[config.mk]
export PLATFORM = sky130hd
export DESIGN_NAME = teletype_io_interface_core_flat
export DESIGN_NICKNAME = d
export VERILOG_FILES = /design/src/tti_pkg.sv /design/src/tti_req_if.sv /design/src/tti_rsp_if.sv /design/src/tti_in_stage.sv /design/src/tti_engine.sv /design/src/tti_out_reg.sv /design/src/teletype_io_interface_core.sv /design/src/flat_wrapper.sv
export SDC_FILE = /design/constraint.sdc
export NUM_CORES = 1
export LEC_CHECK = 0
export BUFFER_PORTS_ARGS = -buffer_cell sky130_fd_sc_hd__buf_2
export CAP_MARGIN = 20
export CORE_MARGIN = 2
export CORE_UTILIZATION = 40
export DETAILED_ROUTE_END_ITERATION = 8
export PLACE_DENSITY_LB_ADDON = 0.2
export REMOVE_ABC_BUFFERS = 1
export SYNTH_ARGS = -nofsm -noshare
export SYNTH_HDL_FRONTEND = slang
export SYNTH_SLANG_ARGS = --single-unit
export TNS_END_PERCENT = 5
[constraint.sdc]
create_clock -name clk_i -period 2.87 [get_ports clk_i]
set_input_delay 0.1435 -clock clk_i [delete_from_list [all_inputs] [get_ports clk_i]]
set_output_delay 0.1435 -clock clk_i [all_outputs]
set_load 0.01 [all_outputs]
[src/tti_pkg.sv]
package tti_pkg;

  localparam int unsigned REQ_TYPE_W  = 3;
  localparam int unsigned BUS_W       = 11;
  localparam int unsigned CHAR_W      = 8;
  localparam int unsigned TX_CHAR_W   = 7;
  localparam int unsigned CHAN_W      = 3;
  localparam int unsigned CNT_W       = 20;
  localparam int unsigned BIT_TICKS_W = 16;

  localparam logic [BIT_TICKS_W-1:0] BIT_TICKS_RESET = 16'd100;

  // bus_data flag positions for control set
  localparam int unsigned BUS_SET_ODONE = 3;
  localparam int unsigned BUS_SET_OBUSY = 4;
  localparam int unsigned BUS_SET_IDONE = 5;
  localparam int unsigned BUS_SET_IBUSY = 6;
  localparam int unsigned BUS_CLR_ODONE = 7;
  localparam int unsigned BUS_CLR_OBUSY = 8;
  localparam int unsigned BUS_CLR_IDONE = 9;
  localparam int unsigned BUS_CLR_IBUSY = 10;

  typedef enum logic [REQ_TYPE_W-1:0] {
    REQ_RESET     = 3'd0,
    REQ_CONO_CLR  = 3'd1,
    REQ_CONO_SET  = 3'd2,
    REQ_DATAO_CLR = 3'd3,
    REQ_DATAO_SET = 3'd4,
    REQ_DATAI     = 3'd5,
    REQ_STATUS    = 3'd6,
    REQ_TICK      = 3'd7
  } req_e;

  typedef struct packed {
    logic [REQ_TYPE_W-1:0] req_type;
    logic [BUS_W-1:0]      bus_data;
    logic                  power;
    logic                  rx_valid;
    logic [CHAR_W-1:0]     rx_char;
  } req_t;

  typedef struct packed {
    logic [CHAR_W-1:0]    read_data;
    logic [CHAN_W-1:0]    irq_level;
    logic                 tx_valid;
    logic [TX_CHAR_W-1:0] tx_char;
  } rsp_t;

endpackage

[src/tti_req_if.sv]
interface tti_req_if import tti_pkg::*; ();
  logic                  valid;
  logic                  ready;
  logic [REQ_TYPE_W-1:0] req_type;
  logic [BUS_W-1:0]      bus_data;
  logic                  power;
  logic                  rx_valid;
  logic [CHAR_W-1:0]     rx_char;

  modport source (output valid, req_type, bus_data, power, rx_valid, rx_char,
                  input ready);
  modport sink   (input valid, req_type, bus_data, power, rx_valid, rx_char,
                  output ready);
endinterface

[src/tti_rsp_if.sv]
interface tti_rsp_if import tti_pkg::*; ();
  logic                 valid;
  logic                 ready;
  logic [CHAR_W-1:0]    read_data;
  logic [CHAN_W-1:0]    irq_level;
  logic                 tx_valid;
  logic [TX_CHAR_W-1:0] tx_char;

  modport source (output valid, read_data, irq_level, tx_valid, tx_char,
                  input ready);
  modport sink   (input valid, read_data, irq_level, tx_valid, tx_char,
                  output ready);
endinterface

[src/tti_in_stage.sv]
module tti_in_stage import tti_pkg::*; (
  input  logic      clk_i,
  input  logic      rst_ni,
  tti_req_if.sink   req_i,
  input  logic      advance_i,
  output logic      valid_o,
  output req_t      data_o
);

  logic valid_q, valid_d;
  req_t data_q;
  logic fire;

  assign req_i.ready = !valid_q || advance_i;
  assign fire        = req_i.valid && req_i.ready;

  always_comb begin
    valid_d = valid_q;
    if (fire) begin
      valid_d = 1'b1;
    end else if (advance_i) begin
      valid_d = 1'b0;
    end
  end

  always_ff @(posedge clk_i or negedge rst_ni) begin
    if (!rst_ni) begin
      valid_q <= 1'b0;
    end else begin
      valid_q <= valid_d;
    end
  end

  always_ff @(posedge clk_i) begin
    if (fire) begin
      data_q.req_type <= req_i.req_type;
      data_q.bus_data <= req_i.bus_data;
      data_q.power    <= req_i.power;
      data_q.rx_valid <= req_i.rx_valid;
      data_q.rx_char  <= req_i.rx_char;
    end
  end

  assign valid_o = valid_q;
  assign data_o  = data_q;

endmodule

[src/tti_engine.sv]
module tti_engine import tti_pkg::*; (
  input  logic                   clk_i,
  input  logic                   rst_ni,
  input  logic                   cfg_we_i,
  input  logic [BIT_TICKS_W-1:0] cfg_wdata_i,
  input  logic                   step_i,
  input  req_t                   req_i,
  output rsp_t                   rsp_o
);

  logic [BIT_TICKS_W-1:0] bit_ticks_q;

  logic [CHAN_W-1:0] channel_q, channel_d;
  logic              out_busy_q, out_busy_d;
  logic              out_done_q, out_done_d;
  logic              in_busy_q, in_busy_d;
  logic              in_done_q, in_done_d;
  logic              out_active_q, out_active_d;
  logic [CHAR_W-1:0] out_char_q, out_char_d;
  logic [CHAR_W-1:0] in_char_q, in_char_d;
  logic              in_phase_q, in_phase_d;
  logic [CNT_W-1:0]  out_count_q, out_count_d;
  logic [CNT_W-1:0]  in_count_q, in_count_d;

  logic [CNT_W-1:0] bt1, bt2, bt9, bt11;
  logic [CNT_W-1:0] out_count_dec, in_count_dec;
  logic [BUS_W-1:0] bus;
  rsp_t             rsp;

  // bit time multiples as shift-add, all fit in the count width
  assign bt1  = CNT_W'(bit_ticks_q);
  assign bt2  = bt1 << 1;
  assign bt9  = (bt1 << 3) + bt1;
  assign bt11 = (bt1 << 3) + (bt1 << 1) + bt1;

  assign out_count_dec = (out_count_q == '0) ? '0 : out_count_q - CNT_W'(1);
  assign in_count_dec  = (in_count_q == '0) ? '0 : in_count_q - CNT_W'(1);
  assign bus           = req_i.bus_data;

  always_comb begin
    channel_d    = channel_q;
    out_busy_d   = out_busy_q;
    out_done_d   = out_done_q;
    in_busy_d    = in_busy_q;
    in_done_d    = in_done_q;
    out_active_d = out_active_q;
    out_char_d   = out_char_q;
    in_char_d    = in_char_q;
    in_phase_d   = in_phase_q;
    out_count_d  = out_count_q;
    in_count_d   = in_count_q;
    rsp          = '0;

    case (req_e'(req_i.req_type))
      REQ_RESET: begin
        channel_d  = '0;
        out_busy_d = 1'b0;
        out_done_d = 1'b0;
        in_busy_d  = 1'b0;
        in_done_d  = 1'b0;
        in_count_d = '0;
      end
      REQ_CONO_CLR: begin
        channel_d = '0;
      end
      REQ_CONO_SET: begin
        channel_d  = channel_q | bus[CHAN_W-1:0];
        // clears win over sets
        out_done_d = (out_done_q | bus[BUS_SET_ODONE]) & ~bus[BUS_CLR_ODONE];
        out_busy_d = (out_busy_q | bus[BUS_SET_OBUSY]) & ~bus[BUS_CLR_OBUSY];
        in_done_d  = (in_done_q | bus[BUS_SET_IDONE]) & ~bus[BUS_CLR_IDONE];
        in_busy_d  = (in_busy_q | bus[BUS_SET_IBUSY]) & ~bus[BUS_CLR_IBUSY];
      end
      REQ_DATAO_CLR: begin
        out_busy_d = 1'b1;
        out_done_d = 1'b0;
      end
      REQ_DATAO_SET: begin
        out_char_d   = out_char_q | bus[CHAR_W-1:0];
        out_active_d = 1'b1;
        out_count_d  = bt11;
      end
      REQ_DATAI: begin
        in_done_d     = 1'b0;
        rsp.read_data = in_char_q;
      end
      REQ_STATUS: begin
        rsp.read_data = {1'b0, in_busy_q, in_done_q, out_busy_q, out_done_q, channel_q};
      end
      REQ_TICK: begin
        if (!req_i.power) begin
          out_active_d = 1'b0;
          in_phase_d   = 1'b0;
          out_count_d  = out_count_dec;
          in_count_d   = in_count_dec;
        end else begin
          if (out_active_q && out_count_q == '0) begin
            out_active_d = 1'b0;
            rsp.tx_valid = 1'b1;
            rsp.tx_char  = out_char_q[TX_CHAR_W-1:0];
            out_char_d   = '0;
            out_busy_d   = 1'b0;
            out_done_d   = 1'b1;
          end else begin
            out_count_d = out_count_dec;
          end
          if (in_count_q == '0) begin
            in_count_d = bt1;
            if (!in_phase_q) begin
              // start bit sampled only here
              if (req_i.rx_valid) begin
                in_char_d  = req_i.rx_char;
                in_busy_d  = 1'b1;
                in_done_d  = 1'b0;
                in_count_d = bt9;
                in_phase_d = 1'b1;
              end
            end else if (in_busy_q) begin
              in_busy_d  = 1'b0;
              in_done_d  = 1'b1;
              in_count_d = bt2;
              in_phase_d = 1'b0;
            end
          end else begin
            in_count_d = in_count_q - CNT_W'(1);
          end
        end
      end
      default: begin
      end
    endcase

    if (channel_d != '0 && (in_done_d || out_done_d)) begin
      rsp.irq_level = channel_d;
    end
  end

  always_ff @(posedge clk_i or negedge rst_ni) begin
    if (!rst_ni) begin
      bit_ticks_q  <= BIT_TICKS_RESET;
      channel_q    <= '0;
      out_busy_q   <= 1'b0;
      out_done_q   <= 1'b0;
      in_busy_q    <= 1'b0;
      in_done_q    <= 1'b0;
      out_active_q <= 1'b0;
      out_char_q   <= '0;
      in_char_q    <= '0;
      in_phase_q   <= 1'b0;
      out_count_q  <= '0;
      in_count_q   <= '0;
    end else begin
      if (cfg_we_i) begin
        bit_ticks_q <= cfg_wdata_i;
      end
      if (step_i) begin
        channel_q    <= channel_d;
        out_busy_q   <= out_busy_d;
        out_done_q   <= out_done_d;
        in_busy_q    <= in_busy_d;
        in_done_q    <= in_done_d;
        out_active_q <= out_active_d;
        out_char_q   <= out_char_d;
        in_char_q    <= in_char_d;
        in_phase_q   <= in_phase_d;
        out_count_q  <= out_count_d;
        in_count_q   <= in_count_d;
      end
    end
  end

  assign rsp_o = rsp;

endmodule

[src/tti_out_reg.sv]
module tti_out_reg import tti_pkg::*; (
  input  logic       clk_i,
  input  logic       rst_ni,
  input  logic       load_i,
  input  rsp_t       rsp_i,
  output logic       accept_o,
  tti_rsp_if.source  rsp_o
);

  logic valid_q, valid_d;
  rsp_t data_q;

  assign accept_o = !valid_q || rsp_o.ready;

  always_comb begin
    valid_d = valid_q;
    if (load_i) begin
      valid_d = 1'b1;
    end else if (rsp_o.ready) begin
      valid_d = 1'b0;
    end
  end

  always_ff @(posedge clk_i or negedge rst_ni) begin
    if (!rst_ni) begin
      valid_q <= 1'b0;
    end else begin
      valid_q <= valid_d;
    end
  end

  always_ff @(posedge clk_i) begin
    if (load_i) begin
      data_q <= rsp_i;
    end
  end

  assign rsp_o.valid     = valid_q;
  assign rsp_o.read_data = data_q.read_data;
  assign rsp_o.irq_level = data_q.irq_level;
  assign rsp_o.tx_valid  = data_q.tx_valid;
  assign rsp_o.tx_char   = data_q.tx_char;

endmodule

[src/teletype_io_interface_core.sv]
// Channel   Dir  Beat contents
// req_i     in   req_type, bus_data, power, rx_valid, rx_char
// rsp_o     out  read_data, irq_level, tx_valid, tx_char
// cfg       in   cfg_we_i / cfg_wdata_i -> bit_ticks (no read-back)
//
// One request beat per clock while rsp_o is not stalled; its result beat reaches
// rsp_o via the input register, then the state update feeding the result register.
// Reset: bit_ticks = 100, all device state and both stage valids cleared.
// A stalled rsp_o holds its beat; the input register still takes one more
// beat, after which req_i.ready drops until rsp_o drains.
module teletype_io_interface_core import tti_pkg::*; (
  input  logic                   clk_i,
  input  logic                   rst_ni,
  input  logic                   cfg_we_i,
  input  logic [BIT_TICKS_W-1:0] cfg_wdata_i,
  tti_req_if.sink                req_i,
  tti_rsp_if.source              rsp_o
);

  logic s1_valid;
  req_t s1_data;
  rsp_t step_rsp;
  logic out_accept;
  logic advance;

  assign advance = s1_valid && out_accept;

  tti_in_stage u_in_stage (
    .clk_i     (clk_i),
    .rst_ni    (rst_ni),
    .req_i     (req_i),
    .advance_i (advance),
    .valid_o   (s1_valid),
    .data_o    (s1_data)
  );

  tti_engine u_engine (
    .clk_i       (clk_i),
    .rst_ni      (rst_ni),
    .cfg_we_i    (cfg_we_i),
    .cfg_wdata_i (cfg_wdata_i),
    .step_i      (advance),
    .req_i       (s1_data),
    .rsp_o       (step_rsp)
  );

  tti_out_reg u_out_reg (
    .clk_i    (clk_i),
    .rst_ni   (rst_ni),
    .load_i   (advance),
    .rsp_i    (step_rsp),
    .accept_o (out_accept),
    .rsp_o    (rsp_o)
  );

endmodule

[src/flat_wrapper.sv]
// flat-port wrapper written by rule: the top's interface ports become plain ports
module teletype_io_interface_core_flat import tti_pkg::*;
  (clk_i, rst_ni, cfg_we_i, cfg_wdata_i, req_i_valid, req_i_req_type, req_i_bus_data, req_i_power, req_i_rx_valid, req_i_rx_char, req_i_ready, rsp_o_valid, rsp_o_read_data, rsp_o_irq_level, rsp_o_tx_valid, rsp_o_tx_char, rsp_o_ready);
  tti_req_if req_i_i ();
  tti_rsp_if rsp_o_i ();
  input  logic clk_i;
  input  logic rst_ni;
  input  logic cfg_we_i;
  input  logic [BIT_TICKS_W-1:0] cfg_wdata_i;
  input wire logic [$bits(req_i_i.valid)-1:0] req_i_valid;
  input wire logic [$bits(req_i_i.req_type)-1:0] req_i_req_type;
  input wire logic [$bits(req_i_i.bus_data)-1:0] req_i_bus_data;
  input wire logic [$bits(req_i_i.power)-1:0] req_i_power;
  input wire logic [$bits(req_i_i.rx_valid)-1:0] req_i_rx_valid;
  input wire logic [$bits(req_i_i.rx_char)-1:0] req_i_rx_char;
  output wire logic [$bits(req_i_i.ready)-1:0] req_i_ready;
  output wire logic [$bits(rsp_o_i.valid)-1:0] rsp_o_valid;
  output wire logic [$bits(rsp_o_i.read_data)-1:0] rsp_o_read_data;
  output wire logic [$bits(rsp_o_i.irq_level)-1:0] rsp_o_irq_level;
  output wire logic [$bits(rsp_o_i.tx_valid)-1:0] rsp_o_tx_valid;
  output wire logic [$bits(rsp_o_i.tx_char)-1:0] rsp_o_tx_char;
  input wire logic [$bits(rsp_o_i.ready)-1:0] rsp_o_ready;
  assign req_i_i.valid = req_i_valid;
  assign req_i_i.req_type = req_i_req_type;
  assign req_i_i.bus_data = req_i_bus_data;
  assign req_i_i.power = req_i_power;
  assign req_i_i.rx_valid = req_i_rx_valid;
  assign req_i_i.rx_char = req_i_rx_char;
  assign req_i_ready = req_i_i.ready;
  assign rsp_o_valid = rsp_o_i.valid;
  assign rsp_o_read_data = rsp_o_i.read_data;
  assign rsp_o_irq_level = rsp_o_i.irq_level;
  assign rsp_o_tx_valid = rsp_o_i.tx_valid;
  assign rsp_o_tx_char = rsp_o_i.tx_char;
  assign rsp_o_i.ready = rsp_o_ready;
  teletype_io_interface_core u_core (.clk_i(clk_i), .rst_ni(rst_ni), .cfg_we_i(cfg_we_i), .cfg_wdata_i(cfg_wdata_i), .req_i(req_i_i), .rsp_o(rsp_o_i));
endmodule
# Word-level counts from Yosys, hierarchy flattened
# Index checks and enable logic that the tools add are counted.
[op_classes]
addsub = 5
n_eq_ne = 14
mux = 45
bitwise_logic = 15
reduce_logical = 32
[ops]
columns = ["cell", "count"]
rows = [
  ["20-bit two-way mux", 8],
  ["20-bit one-hot mux with 2 select lines", 2],
  ["20-bit zero test", 2],
  ["20-bit by 1-bit subtractor with 20-bit output, second input constant", 2],
  ["8-bit one-hot mux with 2 select lines", 2],
  ["8-bit two-way mux", 3],
  ["1-bit two-way mux", 23],
  ["19-bit by 16-bit adder with 20-bit output", 1],
  ["19-bit by 17-bit adder with 20-bit output", 1],
  ["20-bit by 16-bit adder with 20-bit output", 1],
  ["17-bit two-way mux", 1],
  ["3-bit == test, second input constant", 4],
  ["3-bit AND reduction", 4],
  ["1-bit one-hot mux with 3 select lines", 3],
  ["8-bit OR", 1],
  ["4-bit AND reduction", 2],
  ["2-bit nonzero test", 4],
  ["3-bit by 2-bit == test with 1-bit output, second input constant", 2],
  ["2-bit inequality test, second input constant", 3],
  ["3-bit inequality test, second input constant", 2],
  ["3-bit one-hot mux with 2 select lines", 1],
  ["6-bit AND reduction", 1],
  ["3-bit nonzero test", 2],
  ["2-bit OR reduction", 3],
  ["other kinds (16)", 33],
]
[totals]
reg_bits = 126
in_bits = 45
out_inout_bits = 21
elab_cells = 134

# Logic depth before layout (Yosys ltp)
[depth]
ltp_word = 7
ltp_mapped = 11
depth_no_buf = 11

# Cells and area by module
# A second synthesis with hierarchy kept.
[unflattened]
hier_cells = 843
area_unflattened_um2 = 8016.4
[modules_own_cells]
columns = ["mod", "instances", "cells_per_inst", "area_per_inst_um2"]
rows = [
  ["tti_engine", 1, 792, 6617.6],
  ["tti_in_stage", 1, 28, 774.5],
  ["tti_out_reg", 1, 22, 618.1],
  ["teletype_io_interface_core", 1, 1, 6.3],
]

# Worst setup path after synthesis
# OpenSTA, ideal clock, no wires.
[synth_path]
path_type = "flip-flop to flip-flop"
startpoint = "reg u_core.u_engine.bit_ticks_q[2]"
endpoint = "reg u_core.u_engine.out_count_q[17]"
setup_time_ns = 0.076
t_arrival_ns = 2.977
required_ns = 2.794
setup_slack_ns = -0.183
stages_incl_launch_ff = 12
path_cell_list = "dfstp_2 -> inv_1 -> fa_1 -> inv_1 -> ha_1 -> a211oi_1 -> o211ai_1 -> a31oi_1 -> a21oi_1 -> or3_1 -> o211a_1 -> o21ai_1"
[synth_between]
elab_chain_len = 3
[synth_lines]
columns = ["element", "line", "rtl"]
rows = [
  ["start: declaration", "tti_engine.sv:11", "logic [BIT_TICKS_W-1:0] bit_ticks_q;"],
  ["start signal: assignment", "tti_engine.sv:154", "bit_ticks_q <= cfg_wdata_i;"],
  ["19-bit by 17-bit adder with 20-bit output", "tti_engine.sv:34", "assign bt11 = (bt1 << 3) + (bt1 << 1) + bt1;"],
  ["20-bit by 16-bit adder with 20-bit output *", "tti_engine.sv:34", ""],
  ["20-bit one-hot mux with 2 select lines *", "tti_engine.sv:54", "case (req_e'(req_i.req_type))"],
  ["end signal: assignment", "tti_engine.sv:166", "out_count_q <= out_count_d;"],
  ["end: declaration", "tti_engine.sv:22", "logic [CNT_W-1:0] out_count_q, out_count_d;"],
]
# Mark *: on every way between the ends. The rest lies on a longest branch, timed or not.
# A chain may end at the register's enable or synchronous reset.

# Final worst setup path
# Ends and elaborated chain as after synthesis.

==> run summary <==
Power
* **clock power share** 26.7%
* **fraction of power consumed by combinational cells** 40.9%
* **worst vdd ir** 482.1 uV
* **PwrDens** 787.9 nW/um2
* **net switching power figure** 3.045 mW
* **fraction of power spent switching nets** 38.17%
* **Lkg Pwr** 4.309 nW
* **share of total power in sequential cells** 32.4%
* **Cell Int Power** 4.934 mW

Die
* **total number of placement rows** 51
* **die height** 144.2 um
* **area of the die** 20,780 um2
* **Starting Density** 40.51%
* **number of top-level design ports** 66
* **Die Span X** 144.2 um
* **Core Footprint** 19,400 um2

Run
* **maximum capacitance violations** 0

Synth
* **fraction of synthesized cell area taken by the top area cell type** 25.16%
* **dominant register cell in the synthesized netlist** sky130_fd_sc_hd__dfrtp_1
* **post-synthesis instance area** 7859 um2
* **fraction of registers with async set or reset after synthesis** 65.60%
* **post-synthesis cell type count** 73
* **gate count after technology mapping** 835
* **#FFs+latches synth** 125
* **average size of a mapped cell** 9.412 um2
* **top cells by area, synth** sky130_fd_sc_hd__dfrtp_1, sky130_fd_sc_hd__edfxtp_1, sky130_fd_sc_hd__ha_1
* **sequential area share after synthesis** 42.59%
* **count of flip-flops with a built-in enable after synthesis** 43
* **most frequent cell after synthesis** sky130_fd_sc_hd__nand2_1
* **synth cell count leaders** sky130_fd_sc_hd__nand2_1, sky130_fd_sc_hd__dfrtp_1, sky130_fd_sc_hd__a21oi_1, sky130_fd_sc_hd__nor2_1, sky130_fd_sc_hd__o21ai_0
* **Synth area leader** sky130_fd_sc_hd__dfrtp_1
* **Synth warnings** 0

STA
* **actual slew at the worst max-slew pin** 833.0 ps
* **unrepaired setup endpoints after global routing** yes
* **Slew headroom** 44.47%
* **Pins Over Slew Limit** 0
* **Fmax achieved** 336.2 MHz
* **final worst-path cycle share** 103.6%
* **clock tree skew after final layout** 8.947 ps
* **shortest period the worst path allows** 2974 ps
* **# setup viols final** 2
* **worst path setup slack after routing** -104.0 ps
* **Fin. Hold Viols** 0

GRT
* **Global Route met2 Usage** 37.62%
* **largest net degree at the start of global routing** 50
* **Total GRT Usage** 22.68%
* **gr ovfl total** 0
* **routing usage on met1** 30.97%
* **antenna violations before repair** 0
* **first-pass GRT wire length** 36,840 um
* **global routing's busiest layer** met2
* **number of global-route vias before repair** 7,159
* **met3 routing resource usage after global routing** 2.980%

Setup path
* **Max Fanout on Critical Path** 3
* **Setup crit start kind** flip-flop
* **critical path's most frequent cell** sky130_fd_sc_hd__inv_2
* **crit path buf inv count** 2
* **Crit Path Class** reg -> reg
* **endpoint kind of the worst setup timing path** flip-flop
* **data required time at the worst endpoint** 3220 ps
* **family of cells with the greatest summed delay on the critical path** compound AO/OA/AOI/OAI gates
* **longest individual stage delay on the worst path** 540 ps
* **crit-path cells** inv_2 -> fa_1 -> inv_2 -> ha_4 -> a211oi_4 -> o211ai_1 -> a31oi_4 -> a21oi_2 -> or3_4 -> o211a_1 -> o21ai_2
* **endpoint arrival time on the critical path** 3320 ps
* **cell at the slowest stage of the critical path** sky130_fd_sc_hd__dfstp_2

Clock tree
* **clk sinks** 125
* **number of levels the H-tree was split into** 4
* **root buf cell** sky130_fd_sc_hd__clkbuf_16
* **cts bufs inserted** 17
* **clock tree from TritonCTS** done
* **clk_lat worst skew** 420 ps
* **Clk pin slew, worst setup/hold paths** 60 ps
* **maximum clock path buffer count** 2

Layout
* **relative area change from synthesis to final layout** 28.86%
* **NumNets Final** 1,108
* **fraction of layout cells with a size suffix above 1** 22.36%
* **final standard cell count with taps included and fillers excluded** 1,289
* **ANT cells** 0
* **fin util** 52.21%

Detailed routing
* **count of nets left with antenna violations after detail routing** 0
* **post-DR wirelength/cell** 17.43 um
* **number of detailed-route iterations in the first pass** 5
* **Final Routed Wirelength** 22,470 um
* **total via count after detailed routing** 7,144
* **vias per std cell** 5.542
* **drt first-iter violations** 469
* **count of unresolved DRC violations after routing** 0

Placement
* **IO buf count** 65
* **routability congestion estimate from global placement** 0.9285
* **hpwl dp** 15,790 um
* **DP Cell Count** 1,210

Outcome
* **status** finished, violations left
* **violated checks** negative setup slack

Worst hold path
* **class of the tightest hold or removal check** in -> reg

-- metal layers --
metal / part of all wire, % / vias to the layer above
met1: 46 / 3468
met2: 49 / 182
met3: 3.6 / 26
li1: - / 3468
met5: 0 / -
met4: 1.7 / 0
-- path summary, 6_finish.rpt --
path | startpoint | endpoint | slack [ps] | cells after the start
worst max-delay path | u_core.u_engine.bit_ticks_q[2]$_DFFE_PN1P_ | u_core.u_engine.out_count_q[17]$_DFFE_PN0P_ | -100 | 11
max in group asynchronous | rst_ni | u_core.u_engine.in_busy_q$_DFFE_PN0P_ | 1800 | 3
worst max register to register | u_core.u_engine.bit_ticks_q[2]$_DFFE_PN1P_ | u_core.u_engine.out_count_q[17]$_DFFE_PN0P_ | -100 | 11
worst min register to register | u_core.u_in_stage.data_o[4]$_DFFE_PP_ | u_core.u_engine.in_char_q[4]$_DFFE_PN0P_ | 440 | 2
min in group asynchronous | rst_ni | u_core.u_engine.bit_ticks_q[7]$_DFFE_PN0P_ | 320 | 2
worst min-delay path | rsp_o_ready | u_core.u_out_reg.rsp_o.valid$_DFFE_PN0P_ | 20 | 3
-- cells in the final DEF, fill, tap and decap left out, drive strengths merged, types with 11 or more instances in the layout --
master       count
dlygate4sd3     42
nor4            12
buf            149
edfxtp          43
clkbuf          19
nand2           97
fa              15
o21ai           85
a21oi           76
ha              37
inv             23
a22oi           13
dfrtp           79
nor2            72
nand3           18
nor3            32
and2            11
nand2b          13
a211oi          12
mux2            15
-- flip-flops by register name (all words and copies together), names as in the netlist, 7 cells and up --
name / cells
u_core.u_engine.bit_ticks_q: 16
u_core.u_engine.in_char_q: 8
u_core.u_engine.in_count_q: 20
u_core.u_engine.out_char_q: 7
u_core.u_engine.out_count_q: 20
u_core.u_in_stage.data_o: 24
u_core.u_out_reg.rsp_o.read_data: 8
u_core.u_out_reg.rsp_o.tx_char: 7
-- power by group through the flow --
stage	Clock, mW	Combinational, mW	Sequential, mW
floorplan	0	2.00	2.56
global placement	0	2.99	2.59
detailed placement	0	3.00	2.59
CTS	2.16	3.16	2.57
global route	2.24	3.65	2.64
finish	2.13	3.26	2.59
-- worst reg2reg max path, cell delays in order (launching register included) --
cell and delay [ps]:
sky130_fd_sc_hd__dfstp_2 540, sky130_fd_sc_hd__inv_2 40, sky130_fd_sc_hd__fa_1 510, sky130_fd_sc_hd__inv_2 70, sky130_fd_sc_hd__ha_4 230, sky130_fd_sc_hd__a211oi_4 240
sky130_fd_sc_hd__o211ai_1 210, sky130_fd_sc_hd__a31oi_4 240, sky130_fd_sc_hd__a21oi_2 90, sky130_fd_sc_hd__or3_4 370, sky130_fd_sc_hd__o211a_1 220, sky130_fd_sc_hd__o21ai_2 130
-- per-stage QoR --
step / area [um2] / hold slack, ps / power (mW) / TNS (ps) / worst slack, ps
4_1_cts: 10060 / 9.537 / 7.888 / -35.25 / -22.27
3_5_place_dp: 8956 / 247.4 / 5.598 / -858.0 / -226.5
6_report: 10130 / 17.57 / 7.979 / -184.6 / -104.0
5_1_grt: 10130 / 39.90 / 8.526 / -1139 / -186.1
2_1_floorplan: 7691 / -152.1 / 4.553 / -431.8 / -184.1
3_3_place_gp: 8956 / 237.1 / 5.585 / -652.1 / -210.3
-- cell type report --
class | count | area, um2
sequential | 125 | 3347
inverter | 23 | 86.33
tap | 265 | 331.6
clock buffer | 19 | 432.9
fill | 1793 | 9271
clock inverter | 13 | 145.1
timing repair buffer | 191 | 1395
multi-input combinational | 653 | 4389
-- kinds of logic (layout without fill, tap and decap cells) --
logic type | Yosys count | after routing | share of synthesized area [%]
buffers and inverters | 57 | 246 | 3.232
adder cells (fa/ha/maj) | 52 | 52 | 9.712
AND/OR/NAND/NOR | 288 | 288 | 17.53
flip-flops | 125 | 125 | 42.59
XOR/XNOR | 16 | 16 | 1.783
multiplexers | 23 | 23 | 3.168
AO/OA/AOI/OAI | 274 | 274 | 21.99
-- repair_timing --
action,in CTS,in global routing
endpoints found under the setup margin,8,15
resized for setup,15,12
hold buffers,42,0
buffers inserted,4,1
endpoints found under the hold margin,85,0
pin swaps,12,7
No activity file was read; power rests on OpenSTA's default activity.
